==> src/hdl/mgx_pkg.sv <==
// shared types, magic and key constants for the magic-gated xor descrambler
package mgx_pkg;

   localparam int unsigned MagicLen = 11;
   localparam int unsigned CntW     = 4;
   localparam int unsigned PosW     = 15;
   localparam int unsigned KeyIdxW  = 7;

   localparam logic [PosW-1:0]    WRAP_POINT = 15'h7FFF;
   localparam logic [CntW-1:0]    MAGIC_LAST = 4'd10;
   localparam logic [CntW-1:0]    MAGIC_LEN  = 4'd11;

   typedef enum logic [1:0] {
      PH_MATCHING   = 2'd0,
      PH_DESCRAMBLE = 2'd1,
      PH_PASSTHRU   = 2'd2
   } phase_type;

   // one decoded item: cnt magic bytes to replay, then the tail word
   typedef struct packed {
      logic [CntW-1:0] cnt;
      logic [7:0]      tail_byte;
      logic            has_byte;
      logic            last;
      logic            descrambled;
   } plan_type;

   localparam logic [7:0] KEY_ROM [128] = '{
      8'hc3, 8'h4a, 8'hd6, 8'hca, 8'h90, 8'h67, 8'hf7, 8'h52,
      8'hd8, 8'ha1, 8'h66, 8'h62, 8'h9f, 8'h5b, 8'h09, 8'h00,
      8'hc3, 8'h5e, 8'h95, 8'h23, 8'h9f, 8'h13, 8'h11, 8'h7e,
      8'hd8, 8'h92, 8'h3f, 8'hbc, 8'h90, 8'hbb, 8'h74, 8'h0e,
      8'hc3, 8'h47, 8'h74, 8'h3d, 8'h90, 8'haa, 8'h3f, 8'h51,
      8'hd8, 8'hf4, 8'h11, 8'h84, 8'h9f, 8'hde, 8'h95, 8'h1d,
      8'hc3, 8'hc6, 8'h09, 8'hd5, 8'h9f, 8'hfa, 8'h66, 8'hf9,
      8'hd8, 8'hf0, 8'hf7, 8'ha0, 8'h90, 8'ha1, 8'hd6, 8'hf3,
      8'hc3, 8'hf3, 8'hd6, 8'ha1, 8'h90, 8'ha0, 8'hf7, 8'hf0,
      8'hd8, 8'hf9, 8'h66, 8'hfa, 8'h9f, 8'hd5, 8'h09, 8'hc6,
      8'hc3, 8'h1d, 8'h95, 8'hde, 8'h9f, 8'h84, 8'h11, 8'hf4,
      8'hd8, 8'h51, 8'h3f, 8'haa, 8'h90, 8'h3d, 8'h74, 8'h47,
      8'hc3, 8'h0e, 8'h74, 8'hbb, 8'h90, 8'hbc, 8'h3f, 8'h92,
      8'hd8, 8'h7e, 8'h11, 8'h13, 8'h9f, 8'h23, 8'h95, 8'h5e,
      8'hc3, 8'h00, 8'h09, 8'h5b, 8'h9f, 8'h62, 8'h66, 8'ha1,
      8'hd8, 8'h52, 8'hf7, 8'h67, 8'h90, 8'hca, 8'hd6, 8'h4a
   };

   function automatic logic [7:0] magic_byte(input logic [CntW-1:0] idx);
      logic [7:0] b;
      begin
         unique case (idx)
            4'd0:    b = 8'h98;
            4'd1:    b = 8'h25;
            4'd2:    b = 8'hB0;
            4'd3:    b = 8'hAC;
            4'd4:    b = 8'hE3;
            4'd5:    b = 8'h02;
            4'd6:    b = 8'h83;
            4'd7:    b = 8'h68;
            4'd8:    b = 8'hE8;
            4'd9:    b = 8'hFC;
            4'd10:   b = 8'h6C;
            default: b = 8'h00;
         endcase
         return b;
      end
   endfunction

endpackage

==> src/hdl/magic_gated_xor_descrambler.sv <==
// top level of the magic-gated xor descrambler
// Takes one byte word per cycle while req_stall is low and returns up to one result word per
// cycle while rsp_stall is low; a byte passes the input, plan and result registers. The first
// 11 bytes of a stream are held while they match the magic and produce no result; a mismatch,
// or a stream that ends early, makes the replay sequencer emit the held magic bytes plus the
// current byte one word a cycle while the output is not stalled, and the input stalls
// meanwhile. After a full match every byte is xored with the 128-byte key. A result with
// has_byte low is an end marker for a stream that held the magic only.
module magic_gated_xor_descrambler (
   input  logic        clock,
   input  logic        reset,
   input  logic        req_valid,
   output logic        req_stall,
   input  logic [7:0]  req_data_byte,
   input  logic        req_end_of_stream,
   output logic        rsp_valid,
   input  logic        rsp_stall,
   output logic [7:0]  rsp_out_byte,
   output logic        rsp_has_byte,
   output logic        rsp_out_last,
   output logic        rsp_was_descrambled
);

   logic               plan_valid;
   logic               plan_ready;
   mgx_pkg::plan_type  plan;

   mgx_front u_front (
      .clock             (clock),
      .reset             (reset),
      .req_valid         (req_valid),
      .req_stall         (req_stall),
      .req_data_byte     (req_data_byte),
      .req_end_of_stream (req_end_of_stream),
      .plan_valid        (plan_valid),
      .plan_ready        (plan_ready),
      .plan              (plan)
   );

   mgx_replay u_replay (
      .clock               (clock),
      .reset               (reset),
      .plan_valid          (plan_valid),
      .plan_ready          (plan_ready),
      .plan                (plan),
      .rsp_valid           (rsp_valid),
      .rsp_stall           (rsp_stall),
      .rsp_out_byte        (rsp_out_byte),
      .rsp_has_byte        (rsp_has_byte),
      .rsp_out_last        (rsp_out_last),
      .rsp_was_descrambled (rsp_was_descrambled)
   );

endmodule

==> src/hdl/mgx_front.sv <==
// input register, stream state and per-word decode into a replay plan
module mgx_front (
   input  logic                clock,
   input  logic                reset,
   input  logic                req_valid,
   output logic                req_stall,
   input  logic [7:0]          req_data_byte,
   input  logic                req_end_of_stream,
   output logic                plan_valid,
   input  logic                plan_ready,
   output mgx_pkg::plan_type   plan
);

   logic                         a_valid_ff, a_valid_in;
   logic [7:0]                   a_byte_ff;
   logic                         a_last_ff;

   mgx_pkg::phase_type           phase_ff, phase_in;
   logic [mgx_pkg::CntW-1:0]     mcount_ff, mcount_in;
   logic [mgx_pkg::PosW-1:0]     pos_ff, pos_in;
   logic                         wrap_ff, wrap_in;

   logic [mgx_pkg::CntW-1:0]     mc;
   logic                         magic_hit;
   logic                         emit;
   logic                         a_take;
   logic [mgx_pkg::PosW-1:0]     pos_inc;
   mgx_pkg::plan_type            plan_c;

   assign a_take    = a_valid_ff && (plan_ready || !emit);
   assign req_stall = a_valid_ff && !a_take;
   assign pos_inc   = pos_ff + mgx_pkg::PosW'(1);
   assign magic_hit = a_byte_ff == mgx_pkg::magic_byte(mc);

   always_comb begin
      a_valid_in = a_valid_ff;
      if (req_valid && !req_stall) begin
         a_valid_in = 1'b1;
      end else if (a_take) begin
         a_valid_in = 1'b0;
      end
   end

   always_comb begin
      mc = (mcount_ff > mgx_pkg::MAGIC_LAST) ? mgx_pkg::MAGIC_LAST : mcount_ff;
   end

   // stream state update for the held word
   always_comb begin
      phase_in  = phase_ff;
      mcount_in = mcount_ff;
      pos_in    = pos_ff;
      wrap_in   = wrap_ff;
      unique case (phase_ff)
         mgx_pkg::PH_MATCHING: begin
            if (magic_hit) begin
               if (mc == mgx_pkg::MAGIC_LAST) begin
                  phase_in  = mgx_pkg::PH_DESCRAMBLE;
                  mcount_in = mgx_pkg::MAGIC_LEN;
                  pos_in    = mgx_pkg::PosW'(mgx_pkg::MAGIC_LEN);
                  wrap_in   = 1'b0;
               end else if (!a_last_ff) begin
                  mcount_in = mc + mgx_pkg::CntW'(1);
                  pos_in    = mgx_pkg::PosW'(mc) + mgx_pkg::PosW'(1);
               end
            end else begin
               phase_in  = mgx_pkg::PH_PASSTHRU;
               mcount_in = '0;
               pos_in    = '0;
               wrap_in   = 1'b0;
            end
         end
         mgx_pkg::PH_DESCRAMBLE: begin
            if (!wrap_ff) begin
               if (pos_ff >= mgx_pkg::WRAP_POINT) begin
                  pos_in  = mgx_pkg::PosW'(1);
                  wrap_in = 1'b1;
               end else begin
                  pos_in = pos_inc;
               end
            end else begin
               pos_in = (pos_inc >= mgx_pkg::WRAP_POINT) ? '0 : pos_inc;
            end
         end
         default: begin
            phase_in = phase_ff;
         end
      endcase
      if (a_last_ff) begin
         phase_in  = mgx_pkg::PH_MATCHING;
         mcount_in = '0;
         pos_in    = '0;
         wrap_in   = 1'b0;
      end
   end

   // decode of the held word against the current stream state
   always_comb begin
      emit                = 1'b0;
      plan_c.cnt          = '0;
      plan_c.tail_byte    = a_byte_ff;
      plan_c.has_byte     = 1'b1;
      plan_c.last         = a_last_ff;
      plan_c.descrambled  = 1'b0;
      unique case (phase_ff)
         mgx_pkg::PH_MATCHING: begin
            if (magic_hit) begin
               if (mc == mgx_pkg::MAGIC_LAST) begin
                  if (a_last_ff) begin
                     emit               = 1'b1;
                     plan_c.tail_byte   = 8'h00;
                     plan_c.has_byte    = 1'b0;
                     plan_c.descrambled = 1'b1;
                  end
               end else if (a_last_ff) begin
                  emit       = 1'b1;
                  plan_c.cnt = mc;
               end
            end else begin
               emit       = 1'b1;
               plan_c.cnt = mc;
            end
         end
         mgx_pkg::PH_DESCRAMBLE: begin
            emit               = 1'b1;
            plan_c.tail_byte   = a_byte_ff ^ mgx_pkg::KEY_ROM[pos_ff[mgx_pkg::KeyIdxW-1:0]];
            plan_c.descrambled = 1'b1;
         end
         default: begin
            emit = 1'b1;
         end
      endcase
   end

   assign plan_valid = a_valid_ff && emit;
   assign plan       = plan_c;

   always_ff @(posedge clock) begin
      if (reset) begin
         a_valid_ff <= 1'b0;
         phase_ff   <= mgx_pkg::PH_MATCHING;
         mcount_ff  <= '0;
         pos_ff     <= '0;
         wrap_ff    <= 1'b0;
      end else begin
         a_valid_ff <= a_valid_in;
         if (a_take) begin
            phase_ff  <= phase_in;
            mcount_ff <= mcount_in;
            pos_ff    <= pos_in;
            wrap_ff   <= wrap_in;
         end
      end
   end

   always_ff @(posedge clock) begin
      if (req_valid && !req_stall) begin
         a_byte_ff <= req_data_byte;
         a_last_ff <= req_end_of_stream;
      end
   end

endmodule

==> src/hdl/mgx_replay.sv <==
// replay sequencer for held magic bytes and the result word register
module mgx_replay (
   input  logic                clock,
   input  logic                reset,
   input  logic                plan_valid,
   output logic                plan_ready,
   input  mgx_pkg::plan_type   plan,
   output logic                rsp_valid,
   input  logic                rsp_stall,
   output logic [7:0]          rsp_out_byte,
   output logic                rsp_has_byte,
   output logic                rsp_out_last,
   output logic                rsp_was_descrambled
);

   logic                         em_valid_ff, em_valid_in;
   logic [mgx_pkg::CntW-1:0]     em_idx_ff, em_idx_in;
   mgx_pkg::plan_type            em_plan_ff;

   logic                         rsp_valid_ff, rsp_valid_in;
   logic [7:0]                   rsp_byte_ff;
   logic                         rsp_has_ff;
   logic                         rsp_last_ff;
   logic                         rsp_ds_ff;

   logic                         out_ready;
   logic                         in_replay;
   logic [7:0]                   w_byte;
   logic                         w_has;
   logic                         w_last;
   logic                         w_ds;

   assign out_ready  = !rsp_valid_ff || !rsp_stall;
   assign in_replay  = em_idx_ff < em_plan_ff.cnt;
   assign plan_ready = !em_valid_ff || (out_ready && !in_replay);

   always_comb begin
      if (in_replay) begin
         w_byte = mgx_pkg::magic_byte(em_idx_ff);
         w_has  = 1'b1;
         w_last = 1'b0;
         w_ds   = 1'b0;
      end else begin
         w_byte = em_plan_ff.tail_byte;
         w_has  = em_plan_ff.has_byte;
         w_last = em_plan_ff.last;
         w_ds   = em_plan_ff.descrambled;
      end
   end

   always_comb begin
      em_valid_in = em_valid_ff;
      em_idx_in   = em_idx_ff;
      if (plan_valid && plan_ready) begin
         em_valid_in = 1'b1;
         em_idx_in   = '0;
      end else if (em_valid_ff && out_ready) begin
         if (in_replay) begin
            em_idx_in = em_idx_ff + mgx_pkg::CntW'(1);
         end else begin
            em_valid_in = 1'b0;
         end
      end
   end

   always_comb begin
      rsp_valid_in = rsp_valid_ff;
      if (out_ready) begin
         rsp_valid_in = em_valid_ff;
      end
   end

   always_ff @(posedge clock) begin
      if (reset) begin
         em_valid_ff  <= 1'b0;
         em_idx_ff    <= '0;
         rsp_valid_ff <= 1'b0;
      end else begin
         em_valid_ff  <= em_valid_in;
         em_idx_ff    <= em_idx_in;
         rsp_valid_ff <= rsp_valid_in;
      end
   end

   always_ff @(posedge clock) begin
      if (plan_valid && plan_ready) begin
         em_plan_ff <= plan;
      end
      if (out_ready && em_valid_ff) begin
         rsp_byte_ff <= w_byte;
         rsp_has_ff  <= w_has;
         rsp_last_ff <= w_last;
         rsp_ds_ff   <= w_ds;
      end
   end

   assign rsp_valid           = rsp_valid_ff;
   assign rsp_out_byte        = rsp_byte_ff;
   assign rsp_has_byte        = rsp_has_ff;
   assign rsp_out_last        = rsp_last_ff;
   assign rsp_was_descrambled = rsp_ds_ff;

`ifndef SYNTHESIS
   a_idx_bounded: assert property (@(posedge clock) disable iff (reset)
      em_valid_ff |-> em_idx_ff <= em_plan_ff.cnt)
      else $error("replay index past count");

   a_replay_continues: assert property (@(posedge clock) disable iff (reset)
      em_valid_ff && out_ready && in_replay |=> em_valid_ff)
      else $error("replay dropped before tail word");

   a_marker_form: assert property (@(posedge clock) disable iff (reset)
      rsp_valid_ff && !rsp_has_ff |-> rsp_last_ff && rsp_ds_ff && rsp_byte_ff == 8'h00)
      else $error("malformed end marker");

   a_replay_plain: assert property (@(posedge clock) disable iff (reset)
      em_valid_ff && in_replay |-> !em_plan_ff.descrambled)
      else $error("replay on descrambled stream");
`endif

endmodule

==> config.mk <==
export PLATFORM = sky130hd
export DESIGN_NAME = magic_gated_xor_descrambler
export DESIGN_NICKNAME = d
export VERILOG_FILES = /design/src/hdl/mgx_pkg.sv /design/src/hdl/magic_gated_xor_descrambler.sv /design/src/hdl/mgx_front.sv /design/src/hdl/mgx_replay.sv
export SDC_FILE = /design/constraint.sdc
export NUM_CORES = 1
export LEC_CHECK = 0
export BUFFER_PORTS_ARGS = -buffer_cell sky130_fd_sc_hd__buf_2
export CAP_MARGIN = 20
export CORE_ASPECT_RATIO = 0.5
export CORE_UTILIZATION = 57
export CTS_CLUSTER_DIAMETER = 100
export DETAILED_ROUTE_END_ITERATION = 8
export PLACE_DENSITY = 0.8
export SKIP_LAST_GASP = 1
export SYNTH_ARGS = -nofsm -noshare
export SYNTH_HDL_FRONTEND = slang
export SYNTH_SLANG_ARGS = --single-unit
==> constraint.sdc <==
create_clock -name clock -period 3.8 [get_ports clock]
set_clock_uncertainty 0.15 [all_clocks]
set_input_delay 0.76 -clock clock [delete_from_list [all_inputs] [get_ports clock]]
set_output_delay 0.76 -clock clock [all_outputs]
set_load 0.03 [all_outputs]
# Yosys cells after proc, flatten, opt, wreduce, memory -nomap -nowiden
# Memories as Yosys holds them, arrays and structs flattened. A register that Yosys moved wholly into a read port is not among the register bits.
# Index checks and enable logic that the tools add are counted.
[totals]
register_bits = 64
romBits = 1280
inputBits = 13
out_inout_bits = 13
wordCells = 114
n_memories = 3
[op_classes]
add_sub_neg = 4
magnitude_cmp = 5
eq_ne = 6
n_mux = 45
n_bitwise = 2
n_reduce_logical = 30
[memory_table]
columns = ["memory", "words", "word_bits", "read_ports", "rd_ports_with_merged_regs", "wr", "line_no", "text"]
rows = [
  ["(no name shown)", 128, 8, 1, 0, 0, "mgx_front.sv:126", "plan_c.tail_byte = a_byte_ff ^ mgx_pkg::KEY_ROM[pos_ff[mgx_pkg::KeyIdxW-1:0]];"],
  ["(no name shown)", 16, 8, 1, 0, 0, "mgx_pkg.sv:50", "unique case (idx)"],
  ["(no name shown)", 16, 8, 1, 1, 0, "mgx_pkg.sv:50", ""],
]
[op_table]
columns = ["cell", "count"]
rows = [
  ["two-way mux 15 bit", 6],
  ["two-way mux 4 bit", 10],
  ["greater-or-equal comparator 15 bit (second input constant)", 2],
  ["one-hot mux 15 bit (2 select lines)", 1],
  ["two-way mux 9 bit", 3],
  ["two-way mux 8 bit", 3],
  ["one-hot mux 8 bit (2 select lines)", 1],
  ["adder 15 x 1 -> 15 bit (second input constant)", 1],
  ["two-way mux 1 bit", 15],
  ["AND reduction 3 bit", 3],
  ["adder 4 x 1 -> 4 bit (second input constant)", 2],
  ["equality test 8 bit", 1],
  ["greater-or-equal comparator 8 bit (second input constant)", 1],
  ["two-way mux 2 bit", 4],
  ["NOT 7 -> 8 bit", 1],
  ["AND reduction 2 bit", 4],
  ["XOR 8 bit", 1],
  ["logical AND 1 bit", 7],
  ["logical NOT 1 bit", 7],
  ["nonzero test 2 bit", 3],
  ["adder 4 x 1 -> 5 bit (second input constant)", 1],
  ["equality test 4 bit (second input constant)", 1],
  ["> comparator 4 bit (second input constant)", 1],
  ["< comparator 4 bit", 1],
  ["other kinds (9)", 12],
]

# Logic depth before layout (Yosys ltp)
# Gate-level depths: netlist of the first run.
# An unclocked memory read counts as a cell.
[depth]
word_depth = 14
depth_mapped = 18
mapped_depth_nobuf = 15

# Modules after synthesis
# From an unflattened synthesis of the first run, not the netlist that was laid out.
[hier_totals]
cells_unflattened = 752
hier_area_um2 = 6251.0
[by_module_without_submodules]
columns = ["module", "instances", "cells_each", "area_per_inst_um2", "seq_area_each_um2"]
rows = [
  ["mgx_front", 1, 613, 4511.8, 730.7],
  ["mgx_replay", 1, 139, 1739.2, 1061.0],
]

# Worst setup path before layout of the first run
# Ideal clock, no wire load.
[synth_timing]
path_kind = "reg2reg"
from = "register u_front.mcount_ff[3] in the netlist's numbering"
to = "register (tool-made name)"
setup_time_ns = 0.086
t_arrival_ns = 3.580
required_time_ns = 3.564
slack_ns = -0.016
stages_incl_launch_ff = 17
path_buffers = 3
period_less_slack_ns = 3.816
cell_sequence = "dfxtp_1 > clkbuf_1 > o21ai_0 > nand2_1 > ha_1 > clkbuf_1 > xor2_1 > or4b_1 > a21oi_1 > a21o_1 > o21ai_1 > buf_2 > nor2_1 > ha_1 > nand2_1 > nand2_1 > a211oi_1"
[synth_lines]
columns = ["element", "line_no", "text"]
rows = [
  ["start, declared", "mgx_front.sv:19", "logic [mgx_pkg::CntW-1:0] mcount_ff, mcount_in;"],
  ["start signal, assigned", "mgx_front.sv:149", "mcount_ff <= mcount_in;"],
]

# Worst setup path after layout of the first run
[layout_timing]
from = "register u_front.mcount_ff[1] in the netlist's numbering"
to = "output req_stall"
[layout_via]
elab_chain_cells = 11
[layout_rtl]
columns = ["element", "line_no", "text"]
rows = [
  ["> comparator 4 bit", "mgx_front.sv:45", "mc = (mcount_ff > mgx_pkg::MAGIC_LAST) ? mgx_pkg::MAGIC_LAST : mcount_ff;"],
  ["two-way mux 4 bit *", "mgx_front.sv:45", ""],
  ["memory (16 x 8 bit) *", "-", ""],
  ["equality test 8 bit *", "mgx_front.sv:33", "assign magic_hit = a_byte_ff == mgx_pkg::magic_byte(mc);"],
  ["two-way mux 1 bit *", "mgx_front.sv:107", "if (magic_hit) begin"],
  ["two-way mux 1 bit *", "mgx_front.sv:105", "unique case (phase_ff)"],
  ["logical NOT 1 bit *", "mgx_front.sv:30", "assign a_take = a_valid_ff && (plan_ready || !emit);"],
  ["logical OR 1 bit *", "mgx_front.sv:30", ""],
  ["logical AND 1 bit *", "mgx_front.sv:30", ""],
  ["logical NOT 1 bit *", "mgx_front.sv:31", "assign req_stall = a_valid_ff && !a_take;"],
  ["logical AND 1 bit *", "mgx_front.sv:31", ""],
  ["end, declared", "magic_gated_xor_descrambler.sv:13", "output logic req_stall,"],
]
# Mark *: on every way between the ends. The rest lies on a longest branch, timed or not.

==> results.ini, run 1 <==
[synthesis]
synth_top_area_share_pct=17.50
synthCells=708
netlist_area_um2=6006
synth_edf_count=35
ys_warn_count=0
syn_area_per_cell_um2=8.483
synth.distinct_cells=74
ys_async_sr_fraction_pct=0
ys_ff_latch=72
yosysMostFrequentCell=nand2_1
yosysSeqAreaShare_pct=29.83
synth_flop_cell=dfxtp_1
synth.largest_area_cell=edfxtp_1
synth_common_cells=nand2_1 (55), nor2_1 (49), o21ai_0 (40)
syn-num-nets=753
synthTopCellsByArea=edfxtp_1 (18%), dfxtp_1 (12%), ha_1 (6.7%)

[cells_and_area]
drive_gt1_share_pct=19.35
diodes=0
fillers=810
final_util_pct=66.57
design_area_um2=6800
area_delta_synth_final_pct=13.23
fin_nets=779

[floorplan]
initial_core_util_pct=58.79
die_x_um=147.2
die_h_um=74.58
boundaryPins=26
coreArea_um2=10210
die_area_um2=10980
core.rowCount=26

[global_route]
antenna_found_initial=0
grt_pass1_vias=5222
grt_max_degree=49
grt_pass1_wl_mm=27.25
grt_use_total_pct=31.91
grt_overflow=0

[pwr]
p_leak_nw=2.515
p_per_area_nw_per_um2=267.7
ir_drop_mv=0.2142
finalPower_w=0.001821

[sta]
setup_viol=0
worstMarginPinSlew_ns=0.8066
fmax_mhz=270.3
slew_violations=0
fin_ws_ns=0.1001
maxSlewHeadroom_pct=46.03
finalCriticalPeriod_ns=3.700
hold_viol_final=0
fin_crit_sh_pct=97.37
fin_setup_tns_ns=0

[worst_setup_path]
path_delay_family=simple AND/OR/NAND/NOR gates
crit_chain=o21ai_1 > nand2_1 > ha_2 > xor2_1 > or4b_1 > a21oi_1 > a21o_1 > nor2_1 > buf_4
cpMaxStageDelayCell=or4b_1
cp-start-kind=register
crit_arrival_ns=2.79
critPathMaxFanout=8
critPathMaxStageDelay_ns=0.58
crit_required_ns=2.89
cp-end-kind=primary output
worst-path-buf-inv=1
worstSetupPathType=reg2out
ff2ff_path_depth=14
path_depth=9
r2r_setup_slack_ns=0.20

[route]
drc=0
wirelength_mm=17.37
route.vias.total=5837
drtIter0Drc=921
first_pass_iters=6
ant_nets=0
wl_per_cell_um=19.76
viasPerCell=6.641

[worst_hold_path]
min_path_cells=2
hp-class=reg2reg

[cts]
holdBufCountCts=0
h-tree-depth=3
clock_sink_count=72
cts_tree=done
insertion_delay_ns=0.34
clockBufferDepth=2
clkSlewWorstSetupHoldPaths_ns=0.06
cts_root_buf=clkbuf_16
numCtsBuffers=9

[place]
place_ws_ns=0.03621
placed_area_um2=6376
dp_hpwl_mm=12.15
port_buffers=25
gp_congestion=1.011

[run]
maxCapViolations=0

[outcome]
status=complete, no violations

## layout make-up
type	count	area, um^2	share of cell area (%)
well taps	140	175.2	2.576
multi-input cells	555	3931	57.81
clock buffers	9	225.2	3.312
repair buffers	73	523.0	7.691
inverters	23	86.33	1.270
flip-flops and latches	72	1798	26.44
clock inverters	7	61.31	0.9016
## final timing paths
kind,start,to
setup / recovery,u_front.mcount_ff[1],req_stall
hold / removal,u_front.pos_ff[11],u_front.pos_ff[11]
setup reg to reg,u_front.mcount_ff[1],register
hold reg to reg,u_front.pos_ff[11],u_front.pos_ff[11]
## stage by stage
stage          cells  hold WS (ns)
6_report         879        0.3377
5_1_grt          879        0.3747
4_1_cts          872        0.3404
3_5_place_dp     852        0.3334
3_3_place_gp     851        0.3281
2_1_floorplan    708        0.3025
## power by group
part           switching [W]  internal (W)
Clock               0.000360      0.000454
Combinational      0.0000858     0.0000572
Sequential         0.0000189      0.000844
Total               0.000465       0.00136
## tightest hold or removal path: stages (launching register included)
cell and delay, ns:
dfxtp_1 0.33, nand2_1 0.06, o21ai_1 0.05
## routing by layer
layer  track usage, %  wire [um]
met2            53.25       7917
met5                0          0
met4            9.049        386
met3            8.282       1623
met1            41.50       7442
## logic make-up after synthesis
kind of cell               after synthesis  share of synthesized area, %
and+or+nand+nor                        256                         22.31
AOI/OAI and AO/OA                      223                         27.63
adders and majority gates               32                         6.667
xor gates and xnor gates                17                         2.479
muxes                                   27                         5.542
DFF                                     72                         29.83
buffers and inverters                   81                         5.542
## layout by cell type, fill, tap and decap left out, types with 6 or more instances in the layout
cell       instances
or2_2              9
inv_1             21
a211oi_1          11
nor2_1            49
buf_2             25
o21ai_0           39
mux2i_1           13
a31oi_1           16
a21oi_1           34
buf_4             45
ha_1              30
nor3_1            21
and2_1            11
o2111ai_1          6
nand3_1           22
xnor2_1            9
mux2_2            10
edfxtp_1          35
nor3b_1            6
o211ai_1          20
and3_1            11
nand2_1           55
nand2b_1          18
a21o_1            12
nor2b_1           24
clkbuf_16          9
xor2_1             8
dfxtp_1           32
o311ai_0           8
a311oi_1          10
## timing repair
action | 4_1_cts | 5_1_grt
cloned | 0 | 0
pin swaps | 3 | 7
endpoints found under the setup margin | 2 | 6
gates resized for setup | 7 | 7
setup buffers | 4 | 6
Note: power is estimated with default switching activity, not from simulation.
==> inputs of run 2 (changes only) <==
--- a/config.mk
+++ b/config.mk
@@ -12,6 +12,7 @@
 export CTS_CLUSTER_DIAMETER = 100
 export DETAILED_ROUTE_END_ITERATION = 8
 export PLACE_DENSITY = 0.8
+export REMOVE_ABC_BUFFERS = 1
 export SKIP_LAST_GASP = 1
 export SYNTH_ARGS = -nofsm -noshare
 export SYNTH_HDL_FRONTEND = slang
==> run 2 against run 1 <==
Compared with the run above:
- count of clock-buffer cells in the layout did not move
- routed wire length up 0.63%
- sequential share of layout area is 0.089 points higher
- sequential power hardly changed
- first-iteration DRC count fell by 0.98%
- largest power group is now clock
- die area did not move
- cell count down 0.80%
- highest routed layer unchanged
- via count is essentially flat
- register-to-register slack got worse by 0.04 ns
- cell area down 0.40%
- clock power increased by 8.0%
- critical endpoint unchanged
==> results.ini, run 2 (synthesis results as in run 1) <==
[outcome]
status=complete, no violations

[floorplan]
die_h_um=74.58
die_x_um=147.2
coreArea_um2=10210
core.rowCount=26
initial_core_util_pct=58.79
die_area_um2=10980
boundaryPins=26

[route]
first_pass_iters=5
drtIter0Drc=912
ant_nets=0
wirelength_mm=17.48
wl_per_cell_um=20.04
route.vias.total=5841
drc=0
viasPerCell=6.698

[place]
gp_congestion=1.006
dpl.cell_count=851
dp_hpwl_mm=11.82
place_ws_ns=0.07589
port_buffers=25

[worst_setup_path]
critPathLaunch=u_front.mcount_ff[0]
worst-path-buf-inv=2
worstSetupPathType=reg2out
rr_startpoint=u_front.mcount_ff[0]
path_delay_family=simple AND/OR/NAND/NOR gates
crit_required_ns=2.89
crit_arrival_ns=2.85
critPathMaxStageDelay_ns=0.47
critPathMaxFanout=7
cp-start-kind=register
crit_chain=nand2_1 > inv_2 > ha_4 > or3b_1 > a211oi_2 > o2111ai_2 > nor4_2 > a21o_1 > nor2_1 > buf_4
cp-end-kind=primary output
cpMaxStageDelayCell=dfxtp_1

[cells_and_area]
area_delta_synth_final_pct=12.77
diodes=0
fin_nets=772
stdcell_count=872
layout_common_cells=nand2_1 (55), nor2_1 (48), buf_4 (41), o21ai_0 (39), edfxtp_1 (35)
drive_gt1_share_pct=19.13
final_common_cell=nand2_1
fillers=821

[pwr]
seqPwrFrac_pct=45.9
p_leak_nw=2.487
pwr-share-comb_pct=7.5
p_switching_w=0.0004628
p_sw_share_pct=24.54
power_frac_clock_pct=46.6
ir_drop_mv=0.2555
p_int_w=0.001423
p_per_area_nw_per_um2=278.5

[worst_hold_path]
min-delay-start=u_front.pos_ff[11]
hp-class=reg2reg

[cts]
clockBufferDepth=2
clkSlewWorstSetupHoldPaths_ns=0.06
holdBufCountCts=0
cts_tree=done
h-tree-depth=3
insertion_delay_ns=0.34
cts_root_buf=clkbuf_16
clock_sink_count=72
numCtsBuffers=9

[sta]
maxSlewHeadroom_pct=48.04
setup_viol=0
fmax_mhz=266.3
rsz0062_at_grt=yes
hold_viol_final=0
worstMarginPinSlew_ns=0.7765
fin_ws_ns=0.04428
finalCriticalPeriod_ns=3.756
fin_crit_sh_pct=98.83
slew_violations=0

[global_route]
antenna_found_initial=0
grt_use_total_pct=31.70
grt_pass1_vias=5117
grt_pass1_wl_mm=27.17
grt_overflow=0
grt_max_degree=71

[run]
maxCapViolations=0

[run 2: cell types whose count changed in the layout (fill, tap and decap cells not counted), moves of 2 or more]
cell | previous run | this run
a21oi_1 | 34 | 32
buf_12 | 3 | 1
buf_4 | 45 | 41
a21oi_2 | 0 | 2
[run 2: power groups by stage]
stage                     Clock (W)  Combinational, W  Sequential (W)
after floorplan                   0         0.0000745        0.000887
after global placement            0          0.000127        0.000879
after detailed placement          0          0.000131        0.000880
after CTS                  0.000888          0.000135        0.000864
after global routing       0.000929          0.000152        0.000867
final                      0.000879          0.000142        0.000865
[run 2: cell type report]
type	instances	area, um^2	share of cell area, %
clock buffer	9	225.2	3.325
clock inverter	7	86.33	1.275
inverter	23	86.33	1.275
multi-input combinational	555	3955	58.40
sequential	72	1797	26.53
tap	140	175.2	2.586
timing repair buffer	66	447.9	6.614
[run 2: routing by layer]
metal	GRT usage, %	up-vias	wire [um]
met3	7.178	54	1679
met4	10.88	0	476
li1	-	2704	-
met1	42.83	2752	7512
met5	0	-	0
met2	50.73	331	7810
[run 2: worst paths after layout]
| path | slack, ns | cells past startpoint | endpoint |
|---|---|---|---|
| worst max-delay path | 0.04 | 10 | req_stall |
| worst max register to register | 0.16 | 15 | register |
| worst min-delay path | 0.34 | 2 | u_front.pos_ff[11] |
| worst min register to register | 0.34 | 2 | u_front.pos_ff[11] |
[run 2: worst min-delay path, stage by stage (launching register included)]
cell and delay (ns):
dfxtp_1 0.33, nand2_1 0.06, o21ai_1 0.05
[run 2: what timing repair did]
action	CTS	global route
gates cloned	0	0
resized for setup	5	15
buffers inserted	1	3
pin swaps	1	4
endpoints found under the setup margin	4	18
[run 2: stage by stage]
stage | utilization (%) | hold WS [ns] | setup TNS (ns) | instance area [um^2] | power [W]
2_1_floorplan | - | 0.3050 | -12.74 | 5759 | 0.0009615
3_3_place_gp | 62.13 | 0.3256 | 0 | 6346 | 0.001006
3_5_place_dp | 62.13 | 0.3357 | 0 | 6346 | 0.001011
4_1_cts | 65.47 | 0.3475 | 0 | 6688 | 0.001888
5_1_grt | 66.30 | 0.3618 | -0.1165 | 6773 | 0.001948
6_report | 66.30 | 0.3440 | 0 | 6773 | 0.001886
==> inputs of run 3 (changes only) <==
--- a/config.mk
+++ b/config.mk
@@ -11,7 +11,7 @@
 export CORE_UTILIZATION = 57
 export CTS_CLUSTER_DIAMETER = 100
 export DETAILED_ROUTE_END_ITERATION = 8
-export PLACE_DENSITY = 0.8
+export PLACE_DENSITY = 0.86
 export REMOVE_ABC_BUFFERS = 1
 export SKIP_LAST_GASP = 1
 export SYNTH_ARGS = -nofsm -noshare
==> run 3 against run 2 <==
Compared with the run above:
- the run now ends with design-rule violations, negative setup slack left
- count of clock-buffer cells in the layout unchanged
- die area unchanged
- sequential cell count is the same
- maximum frequency decreased by 1.2%
==> results.ini, run 3 (synthesis results as in run 1) <==
[floorplan]
initial_core_util_pct=58.79
die_h_um=74.58
coreArea_um2=10210
die_x_um=147.2
die_area_um2=10980
boundaryPins=26
core.rowCount=26

[worst_setup_path]
crit_chain=buf_4 > a21o_4 > ha_4 > xor2_1 > or4b_4 > a21oi_1 > a21o_2 > nor2_4 > buf_6
rr_startpoint=u_front.mcount_ff[2]
critPathMaxFanout=8
crit_arrival_ns=2.89
cp-start-kind=register
crit_required_ns=2.89
ff2ff_path_depth=13
worstSetupPathType=reg2out
cpMaxStageDelayCell=or4b_4
critPathMaxStageDelay_ns=0.58
cp-end-kind=primary output
r2r_setup_slack_ns=0.05

[cells_and_area]
fin_nets=782
stdcell_count=882
layout_common_cells=nand2_1 (54), buf_4 (50), nor2_1 (47), o21ai_0 (39), edfxtp_1 (35)
design_area_um2=6873
final_common_cell=nand2_1
diodes=0
area_delta_synth_final_pct=14.44
drive_gt1_share_pct=21.02

[global_route]
antenna_found_initial=0
grt_overflow=0
grt_pass1_wl_mm=27.72
grtUsageMet3_pct=7.791
met2_usage_pct=53.20
grt_use_met1_pct=40.65
grt_max_degree=47
grt_use_total_pct=32.58
top_usage_layer=met2
grt_pass1_vias=5402

[worst_hold_path]
hp-class=reg2reg
holdPathEnd=u_front.pos_ff[11]
min_path_cells=2
min-delay-start=u_front.pos_ff[11]

[route]
wl_per_cell_um=20.68
drtIter0Drc=917
route.vias.total=6153
ant_nets=0
viasPerCell=6.976
wirelength_mm=18.24
first_pass_iters=9
drc=8

[sta]
fin_crit_sh_pct=100.1
maxSlewHeadroom_pct=43.00
worstMarginPinSlew_ns=0.8478
fmax_mhz=263.0
slew_violations=0
fin_ws_ns=-0.002136
fin_setup_tns_ns=-0.002136
finalCriticalPeriod_ns=3.802
fin_hold_ws_ns=0.3398
setup_viol=1
hold_viol_final=0

[pwr]
pwr-share-comb_pct=7.9
finalPower_w=0.001894
ir_drop_mv=0.2133
p_per_area_nw_per_um2=275.5
p_leak_nw=2.545
power_frac_clock_pct=46.5
p_switching_w=0.0004722
p_int_w=0.001421
seqPwrFrac_pct=45.6
p_sw_share_pct=24.94

[cts]
cts_root_buf=clkbuf_16
clockBufferDepth=2
insertion_delay_ns=0.34
clock_sink_count=72
holdBufCountCts=0
clkSlewWorstSetupHoldPaths_ns=0.06
cts_tree=done
h-tree-depth=3
numCtsBuffers=9

[outcome]
violations=design-rule violations, negative setup slack
status=complete, but fails checks

[place]
dp_hpwl_mm=11.83
gp_congestion=1.003
dpl.cell_count=854
port_buffers=25
placed_area_um2=6356

[run]
maxCapViolations=0

run 3: cell count changes in the layout (fill, tap and decap cells not counted), sizes merged:
cell      change
clkinvlp      +1
buf           +9
clkbuf        +1
inv           -1
run 3: layout make-up:
| class | instances | area, um^2 |
|---|---|---|
| sequential | 72 | 1800 |
| fill | 748 | 3342 |
| clock buffer | 9 | 225.2 |
| tap | 140 | 175.2 |
| clock inverter | 7 | 87.58 |
| inverter | 23 | 86.33 |
| multi-input combinational | 555 | 3984 |
| timing repair buffer | 76 | 514.2 |
run 3: worst max-delay path by stage:
stage	endpoint	slack, ns	start
after detailed placement	register	-0.01	u_front.mcount_ff[1]
after global routing	req_stall	-0.07	u_front.mcount_ff[2]
after floorplan	u_front.pos_ff[9]	-0.92	u_front.pos_ff[2]
after CTS	req_stall	-0.02	u_front.mcount_ff[1]
after global placement	register	0.18	u_front.mcount_ff[1]
final	req_stall	-0.002	u_front.mcount_ff[2]
run 3: power groups by stage:
stage,clock network (W),logic [W],registers (W)
4_1_cts,0.000878,0.000136,0.000864
5_1_grt,0.000907,0.000159,0.000866
3_3_place_gp,0,0.000125,0.000879
2_1_floorplan,0,0.0000745,0.000887
6_report,0.000880,0.000150,0.000864
3_5_place_dp,0,0.000128,0.000880
run 3: what timing repair did:
action                     CTS  global route
setup endpoints to repair    5            19
pin swaps                    4             4
setup buffers                8             2
gates resized for setup     13            15
hold endpoints to repair     0             0
run 3: per-layer routing:
layer / up-vias / wire length (um)
met5: - / 0
met2: 453 / 8230
met3: 108 / 1965
met4: 0 / 752
met1: 2853 / 7290
li1: 2739 / -
run 3: stage by stage:
stage,worst slack (ns),util [%]
CTS,-0.01645,66.41
detailed placement,-0.01118,62.22
floorplan,-0.9184,-
finish,-0.002136,67.28
global placement,0.1830,62.22
global route,-0.06887,67.28
run 3: worst max-delay path, delay by kind of cell, from the launching register on:
kind / cells / cell delay, ns
AO/OA/AOI/OAI: 3 / 0.78
XOR/XNOR: 1 / 0.19
adder cells (fa/ha/maj): 1 / 0.26
buffers and inverters: 2 / 0.35
flip-flops: 1 / 0.34
AND/OR/NAND/NOR: 2 / 0.64
